--- config.mk ---
export PLATFORM = sky130hd
export DESIGN_NAME = header_parameter_tokenizer_flat
export DESIGN_NICKNAME = d
export VERILOG_FILES = /design/src/hw/rtl/hpt_pkg.sv /design/src/hw/rtl/hpt_if.sv /design/src/hw/rtl/header_parameter_tokenizer.sv /design/src/flat_wrapper.sv
export SDC_FILE = /design/constraint.sdc
export NUM_CORES = 1
export LEC_CHECK = 0
export CAP_MARGIN = 20
export CELL_PAD_IN_SITES_DETAIL_PLACEMENT = 0
export CELL_PAD_IN_SITES_GLOBAL_PLACEMENT = 1
export CORE_ASPECT_RATIO = 1.75
export CORE_MARGIN = 3
export CORE_UTILIZATION = 43
export CTS_BUF_LIST = sky130_fd_sc_hd__clkbuf_8
export CTS_CLUSTER_SIZE = 24
export DETAILED_ROUTE_END_ITERATION = 12
export DONT_BUFFER_PORTS = 1
export PLACE_DENSITY = 0.78
export SETUP_SLACK_MARGIN = 0.3
export SKIP_CTS_REPAIR_TIMING = 1
export SLEW_MARGIN = 10
export SYNTH_ARGS = -nofsm -noshare
export SYNTH_HDL_FRONTEND = slang
export SYNTH_SLANG_ARGS = --single-unit
--- constraint.sdc ---
create_clock -name clk -period 2.3 [get_ports clk]
set_clock_uncertainty 0.15 [all_clocks]
set_input_delay 0.23 -clock clk [delete_from_list [all_inputs] [get_ports clk]]
set_output_delay 0.23 -clock clk [all_outputs]
set_load 0.02 [all_outputs]
--- src/hw/rtl/hpt_pkg.sv ---
// Package for the header parameter tokenizer: tokenizer states, character
// constants, register indexes and the escape translation function.
// No dependencies.
`timescale 1ns / 1ps

package hpt_pkg;

  typedef enum logic [4:0] {
    ST_OUT  = 5'b00001,
    ST_NAME = 5'b00010,
    ST_VAL  = 5'b00100,
    ST_STR  = 5'b01000,
    ST_ESC  = 5'b10000
  } stage_t;

  localparam logic [7:0] CH_BLANK     = 8'd32;
  localparam logic [7:0] CH_TAB       = 8'd9;
  localparam logic [7:0] CH_BACKSLASH = 8'd92;
  localparam logic [7:0] CH_QUOTE     = 8'd34;
  localparam logic [7:0] CH_APOS      = 8'd39;
  localparam logic [7:0] CH_UNKNOWN   = 8'd63;

  localparam logic [7:0] SEPARATOR_RESET = 8'd59;
  localparam logic [7:0] ASSIGN_RESET    = 8'd61;

  localparam int unsigned CFG_ADDR_W = 3;
  localparam logic        REG_SEPARATOR = 1'b0;
  localparam logic        REG_ASSIGN    = 1'b1;

  // Escaped character to control code (backslash and quotes map to themselves); anything unknown becomes '?'.
  function automatic logic [7:0] map_escape(input logic [7:0] c);
    logic [7:0] r;
    case (c)
      CH_BACKSLASH: r = CH_BACKSLASH;
      CH_APOS:      r = CH_APOS;
      CH_QUOTE:     r = CH_QUOTE;
      8'd97:        r = 8'd7;   // a
      8'd98:        r = 8'd8;   // b
      8'd102:       r = 8'd12;  // f
      8'd110:       r = 8'd10;  // n
      8'd114:       r = 8'd13;  // r
      8'd116:       r = 8'd9;   // t
      8'd118:       r = 8'd11;  // v
      default:      r = CH_UNKNOWN;
    endcase
    return r;
  endfunction

endpackage

--- src/hw/rtl/hpt_if.sv ---
// Stream interfaces of the header parameter tokenizer: character beats in,
// token beats out. Depends on nothing.
`timescale 1ns / 1ps

interface hpt_in_if;
  logic       valid;
  logic       ready;
  logic [7:0] char_code;
  logic       is_last;

  modport source (output valid, output char_code, output is_last, input ready);
  modport sink (input valid, input char_code, input is_last, output ready);
endinterface

interface hpt_out_if;
  logic       valid;
  logic       ready;
  logic       has_char;
  logic [7:0] out_char;
  logic       in_value;
  logic       pair_end;
  logic       pair_named;
  logic       pair_first;
  logic       string_done;

  modport source (output valid, output has_char, output out_char, output in_value,
                  output pair_end, output pair_named, output pair_first,
                  output string_done, input ready);
  modport sink (input valid, input has_char, input out_char, input in_value,
                input pair_end, input pair_named, input pair_first,
                input string_done, output ready);
endinterface

--- src/hw/rtl/header_parameter_tokenizer.sv ---
// Header parameter tokenizer top level: state update logic, result register
// and APB register port. Depends on hpt_pkg and the interfaces in hpt_if.sv.
//
//   channel   dir  payload                                            handshake
//   chars     in   char_code[7:0], is_last                            valid/ready
//   tokens    out  has_char, out_char[7:0], in_value, pair_end,       valid/ready
//                  pair_named, pair_first, string_done
//   apb       in   separator_char at 0x0, assign_char at 0x4          psel/penable
//
// Each character beat yields one token beat, registered and valid in the cycle after acceptance.
// One beat per cycle is sustained while tokens.ready is high; the only buffer is the result register.
// A stalled token beat holds chars.ready low only while the register is full
// and not being drained. Reset (rst, synchronous) returns the tokenizer to the
// outside state and restores the default separator and assign characters.
`timescale 1ns / 1ps

module header_parameter_tokenizer (
  input  logic                            clk,
  input  logic                            rst,
  hpt_in_if.sink                          chars,
  hpt_out_if.source                       tokens,
  input  logic                            psel,
  input  logic                            penable,
  input  logic                            pwrite,
  input  logic [hpt_pkg::CFG_ADDR_W-1:0]  paddr,
  input  logic [31:0]                     pwdata,
  output logic [31:0]                     prdata,
  output logic                            pready
);

  logic [7:0]      separator_char;
  logic [7:0]      assign_char;
  hpt_pkg::stage_t stage;
  hpt_pkg::stage_t stage_next;
  logic            name_nonempty;
  logic            name_nonempty_next;
  logic            first_taken;
  logic            first_taken_next;

  logic            accept;
  logic            has;
  logic [7:0]      ch;
  logic            inval;
  logic            pend;
  logic            pnamed;
  logic            pfirst;
  logic [7:0]      c;
  hpt_pkg::stage_t cur;

  // Configuration port.
  assign pready = 1'b1;
  assign prdata = (paddr[2] == hpt_pkg::REG_ASSIGN) ? {24'd0, assign_char}
                                                    : {24'd0, separator_char};

  always_ff @(posedge clk) begin
    if (rst) begin
      separator_char <= hpt_pkg::SEPARATOR_RESET;
      assign_char    <= hpt_pkg::ASSIGN_RESET;
    end else if (psel && penable && pwrite && pready) begin
      if (paddr[2] == hpt_pkg::REG_ASSIGN) begin
        assign_char <= pwdata[7:0];
      end else begin
        separator_char <= pwdata[7:0];
      end
    end
  end

  assign chars.ready = !tokens.valid || tokens.ready;
  assign accept      = chars.valid && chars.ready;
  assign c           = chars.char_code;

  always_comb begin
    has                = 1'b0;
    ch                 = 8'd0;
    inval              = 1'b0;
    pend               = 1'b0;
    pnamed             = 1'b0;
    pfirst             = 1'b0;
    name_nonempty_next = name_nonempty;
    first_taken_next   = first_taken;

    // Outside (and any stray code): blanks and tabs are skipped, anything
    // else opens a name and is handled there in the same beat.
    case (stage)
      hpt_pkg::ST_NAME,
      hpt_pkg::ST_VAL,
      hpt_pkg::ST_STR,
      hpt_pkg::ST_ESC: cur = stage;
      default: begin
        cur = (c == hpt_pkg::CH_BLANK || c == hpt_pkg::CH_TAB) ? hpt_pkg::ST_OUT
                                                               : hpt_pkg::ST_NAME;
      end
    endcase
    stage_next = cur;

    case (cur)
      hpt_pkg::ST_NAME: begin
        if (c == separator_char) begin
          pend               = 1'b1;
          name_nonempty_next = 1'b0;
          stage_next         = hpt_pkg::ST_OUT;
        end else if (c == assign_char) begin
          stage_next = hpt_pkg::ST_VAL;
        end else begin
          has                = 1'b1;
          ch                 = c;
          name_nonempty_next = 1'b1;
        end
      end
      hpt_pkg::ST_ESC: begin
        has        = 1'b1;
        ch         = hpt_pkg::map_escape(c);
        inval      = 1'b1;
        stage_next = hpt_pkg::ST_STR;
      end
      hpt_pkg::ST_STR: begin
        if (c == hpt_pkg::CH_BACKSLASH) begin
          stage_next = hpt_pkg::ST_ESC;
        end else if (c == hpt_pkg::CH_QUOTE) begin
          stage_next = hpt_pkg::ST_VAL;
        end else begin
          has   = 1'b1;
          ch    = c;
          inval = 1'b1;
        end
      end
      hpt_pkg::ST_VAL: begin
        if (c == hpt_pkg::CH_QUOTE) begin
          stage_next = hpt_pkg::ST_STR;
        end else if (c == separator_char) begin
          pend               = 1'b1;
          pnamed             = 1'b1;
          pfirst             = !first_taken;
          first_taken_next   = 1'b1;
          name_nonempty_next = 1'b0;
          stage_next         = hpt_pkg::ST_OUT;
        end else begin
          has   = 1'b1;
          ch    = c;
          inval = 1'b1;
        end
      end
      default: begin
        stage_next = hpt_pkg::ST_OUT;
      end
    endcase

    // The last character flushes a pending name, then everything restarts.
    if (chars.is_last) begin
      if (name_nonempty_next) begin
        pend   = 1'b1;
        pnamed = (stage_next == hpt_pkg::ST_VAL);
        pfirst = (stage_next == hpt_pkg::ST_VAL) && !first_taken;
      end
      stage_next         = hpt_pkg::ST_OUT;
      name_nonempty_next = 1'b0;
      first_taken_next   = 1'b0;
    end
  end

  always_ff @(posedge clk) begin
    if (rst) begin
      stage         <= hpt_pkg::ST_OUT;
      name_nonempty <= 1'b0;
      first_taken   <= 1'b0;
      tokens.valid  <= 1'b0;
    end else begin
      if (accept) begin
        stage         <= stage_next;
        name_nonempty <= name_nonempty_next;
        first_taken   <= first_taken_next;
        tokens.valid  <= 1'b1;
      end else if (tokens.ready) begin
        tokens.valid <= 1'b0;
      end
    end
  end

  always_ff @(posedge clk) begin
    if (accept) begin
      tokens.has_char    <= has;
      tokens.out_char    <= ch;
      tokens.in_value    <= inval;
      tokens.pair_end    <= pend;
      tokens.pair_named  <= pnamed;
      tokens.pair_first  <= pfirst;
      tokens.string_done <= chars.is_last;
    end
  end

endmodule

--- src/flat_wrapper.sv ---
// flat-port wrapper written by rule: the top's interface ports become plain ports
module header_parameter_tokenizer_flat 
  (clk, rst, psel, penable, pwrite, paddr, pwdata, prdata, pready, chars_valid, chars_char_code, chars_is_last, chars_ready, tokens_valid, tokens_has_char, tokens_out_char, tokens_in_value, tokens_pair_end, tokens_pair_named, tokens_pair_first, tokens_string_done, tokens_ready);
  hpt_in_if chars_i ();
  hpt_out_if tokens_i ();
  input  logic clk;
  input  logic rst;
  input  logic psel;
  input  logic penable;
  input  logic pwrite;
  input  logic [hpt_pkg::CFG_ADDR_W-1:0] paddr;
  input  logic [31:0] pwdata;
  output logic [31:0] prdata;
  output logic pready;
  input wire logic [$bits(chars_i.valid)-1:0] chars_valid;
  input wire logic [$bits(chars_i.char_code)-1:0] chars_char_code;
  input wire logic [$bits(chars_i.is_last)-1:0] chars_is_last;
  output wire logic [$bits(chars_i.ready)-1:0] chars_ready;
  output wire logic [$bits(tokens_i.valid)-1:0] tokens_valid;
  output wire logic [$bits(tokens_i.has_char)-1:0] tokens_has_char;
  output wire logic [$bits(tokens_i.out_char)-1:0] tokens_out_char;
  output wire logic [$bits(tokens_i.in_value)-1:0] tokens_in_value;
  output wire logic [$bits(tokens_i.pair_end)-1:0] tokens_pair_end;
  output wire logic [$bits(tokens_i.pair_named)-1:0] tokens_pair_named;
  output wire logic [$bits(tokens_i.pair_first)-1:0] tokens_pair_first;
  output wire logic [$bits(tokens_i.string_done)-1:0] tokens_string_done;
  input wire logic [$bits(tokens_i.ready)-1:0] tokens_ready;
  assign chars_i.valid = chars_valid;
  assign chars_i.char_code = chars_char_code;
  assign chars_i.is_last = chars_is_last;
  assign chars_ready = chars_i.ready;
  assign tokens_valid = tokens_i.valid;
  assign tokens_has_char = tokens_i.has_char;
  assign tokens_out_char = tokens_i.out_char;
  assign tokens_in_value = tokens_i.in_value;
  assign tokens_pair_end = tokens_i.pair_end;
  assign tokens_pair_named = tokens_i.pair_named;
  assign tokens_pair_first = tokens_i.pair_first;
  assign tokens_string_done = tokens_i.string_done;
  assign tokens_i.ready = tokens_ready;
  header_parameter_tokenizer u_core (.clk(clk), .rst(rst), .chars(chars_i), .tokens(tokens_i), .psel(psel), .penable(penable), .pwrite(pwrite), .paddr(paddr), .pwdata(pwdata), .prdata(prdata), .pready(pready));
endmodule
==> summary.md <==
| Metric | Value |
|---|---|
| Seq/Total Area, Yosys | 35.89% |
| Synth Area in XOR/XNOR | 6.281% |
| Ports | 100 |
| PwrDens | 543.5 nW/um2 |
| Flop-to-flop setup slack | 0.07 ns |
| Complex-gate fraction of the synthesized area | 18.30% |
| Grt ovf | 0 |
| CTS Buf Count | 5 |
| Worst Setup EP | u_core.tokens.out_char[3] |
| Die width | 63.76 um |
| Synth top area cells | dfxtp_1 19%, edfxtp_1 17%, buf_4 7.5%, nand2_1 3.9%, mux2_2 3.6% |
| CP endpoint kind | flip-flop |
| Ys Warns | 0 |
| DR WL/cell | 14.99 um |
| HP Class | primary input to flip-flop |
| First-pass GRT wire length | 8659 um |
| Largest net degree at the start of global routing | 27 |
| Post-Layout Cell Count | 366 |
| Share of cells above drive strength 1 | 19.31% |
| Synthesized area per cell | 9.194 um2 |
| Hpwl dp | 4265 um |
| Total track usage | 16.10% |
| Static leakage | 1.073 nW |
| Commonest non-fill, non-tap cell in the layout | nand2_1 |
| Main synth FF type | dfxtp_1 |
| Synth cell types | 62 |
| RSZ-0062 raised after global routing | true |
| Post-route cell area | 2809 um2 |
| CTS tree | done |
| Crit path time final | 2.225 ns |
| Max Cap Viol | 0 |
| Post-Place Cells | 344 |
| Synth Area in Simple Gates | 22.48% |
| Worst endpoint required time | 2.19 ns |
| DR vias/cell | 5.355 |
| GP Congestion | 0.8970 |
| Largest family of logic cells by synthesized area | simple AND/OR/NAND/NOR gates |
| FF+latch count, synth | 38 |
| Number of synthesized flops with an enable pin | 14 |
| Total negative slack | 0 ns |
| Max transition margin | 42.09% |
| Setup Viol. Count Final | 0 |
| Clk_lat worst skew | 0.29 ns |
| Final Slew Violations | 0 |
| Yosys top cell by area | dfxtp_1 |
| Area Growth Syn to Fin | 11.91% |
| Ant. Diodes | 0 |
| Placed Area | 2522 um2 |
| Number of global-route vias before repair | 1808 |
| F_max | 449.4 MHz |
| FFs w/ async S/R, synth | 0% |
| Fin. Hold Viols | 0 |
| Synth Instances | 273 |
| Reg2Reg Capture Point | u_core.tokens.out_char[3] |
| Final ANT Viol Nets | 0 |
| Height of the die | 107.1 um |
| Via Count | 1960 |
| Die area | 6826 um2 |
| Crit path arrival time | 2.11 ns |
| Worst setup startpoint | u_core.stage[2] |
| Core area | 5630 um2 |
| Commonest cells after routing, fill and taps aside | 26 x nand2_1, 25 x conb_1, 23 x dfxtp_1 |
| Mux contribution to synthesized area | 4.786% |
| Crit path max fanout | 5 |
| Clk pin slew, worst setup/hold paths | 0.07 ns |
| Worst reg2reg startpoint | u_core.stage[2] |
| Synth top area share | 19.14% |
| Kind of critical path | flip-flop to flip-flop |
| Starting Density | 44.58% |
| Max IR drop VDD | 0.0005109 V |
| Tightest Pin Transition | 0.8658 ns |
| Post-Synth Adder-Cell Area | 0% |
| Number of port buffers | 0 |
| Period Utilization, post-route | 96.76% |
| Root buffer cell | clkbuf_8 |
| Post-Syn Area | 2510 um2 |
| FILL cells | 562 |
| CP Launch Type | flip-flop |
| Worst Reg-to-Reg Cells | 6 |
| Antenna violations before repair | 0 |
| FP Rows | 36 |
| DR iter-0 viols | 42 |
| DRT Pass-1 Iters | 4 |
| Clk buf depth | 2 |
| Status | finished, final reports clean |
| DRC violations left | 0 |
| Total Wirelength | 5486 um |
| Htree depth | 2 |
| Sink Count | 38 |
| Total power | 1.527 mW |
| Nets | 340 |
-- routing by layer --
metal	wire length, um	track usage (%)
met1	2092	16.51
met2	3041	30.44
met3	263	3.669
met4	89	6.801
met5	0	0
-- flip-flops by register name, summed over array words and instances (netlist names) --
register	cells
u_core.assign_char	8
u_core.separator_char	8
u_core.tokens.pair_end	1
u_core.stage	5
u_core.tokens.has_char	1
u_core.tokens.in_value	1
u_core.tokens.valid	1
u_core.first_taken	1
u_core.name_nonempty	1
u_core.tokens.out_char	8
u_core.tokens.pair_named	1
u_core.tokens.string_done	1
u_core.tokens.pair_first	1
-- final cells by class --
class / instances / area (um2) / share of cell area [%]
clock inverter: 3 / 40.04 / 1.425
clock buffer: 5 / 68.82 / 2.450
timing repair buffer: 27 / 241.5 / 8.597
tap: 76 / 95.09 / 3.385
multi-input combinational: 211 / 1439 / 51.23
inverter: 6 / 22.52 / 0.8018
sequential: 38 / 902.1 / 32.12
-- cells in the mapped netlist (6+ instances only) --
| library cell | instances |
|---|---|
| nor2b_1 | 11 |
| o21ai_0 | 8 |
| clkbuf_1 | 9 |
| inv_1 | 6 |
| xnor2_1 | 10 |
| nor2_1 | 16 |
| nand3b_1 | 7 |
| edfxtp_1 | 14 |
| dfxtp_1 | 24 |
| nand2_1 | 26 |
| a21oi_1 | 13 |
| xor2_1 | 8 |
| mux2_2 | 8 |
| buf_4 | 25 |
-- power by group --
| group | total, mW | leakage [nW] | internal (mW) | switching (mW) |
|---|---|---|---|---|
| Clock | 0.549 | 0.0579 | 0.319 | 0.230 |
| Sequential | 0.764 | 0.331 | 0.728 | 0.0355 |
| Combinational | 0.214 | 0.684 | 0.0907 | 0.123 |
-- logic make-up (layout without fill, tap and decap cells) --
logic type,after synthesis,in the layout
and+or+nand+nor,96,96
other,2,25
muxes,11,11
DFF,38,38
AOI/OAI and AO/OA,61,61
buffers and inverters,47,41
xor gates and xnor gates,18,18
-- worst min path at each step --
stage / endpoint / from / depth (start not counted)
6_report: u_core.tokens.out_char[1] / chars_char_code[1] / 1
5_1_grt: u_core.tokens.out_char[1] / chars_char_code[1] / 1
4_1_cts: u_core.stage[4] / rst / 1
3_5_place_dp: u_core.tokens.valid / rst / 1
3_3_place_gp: u_core.tokens.valid / rst / 1
2_1_floorplan: u_core.first_taken / chars_is_last / 1
-- critical path, stage by stage (launching register included) --
cell	delay (ns)
dfxtp_2	0.35
or4b_4	0.57
o311a_4	0.16
a2bb2oi_4	0.17
a21boi_2	0.14
o21ai_2	0.10
a221o_1	0.33
-- stage by stage --
stage	setup WS (ns)	util, %	hold slack [ns]
final	0.07461	49.89	0.006313
after global routing	0.04181	49.89	0.004290
after CTS	0.05336	46.73	-0.1612
after detailed placement	0.04941	44.80	0.1550
after global placement	0.08644	44.80	0.1524
after floorplan	0.1394	-	0.1780
(Power assumes the default switching activity.)
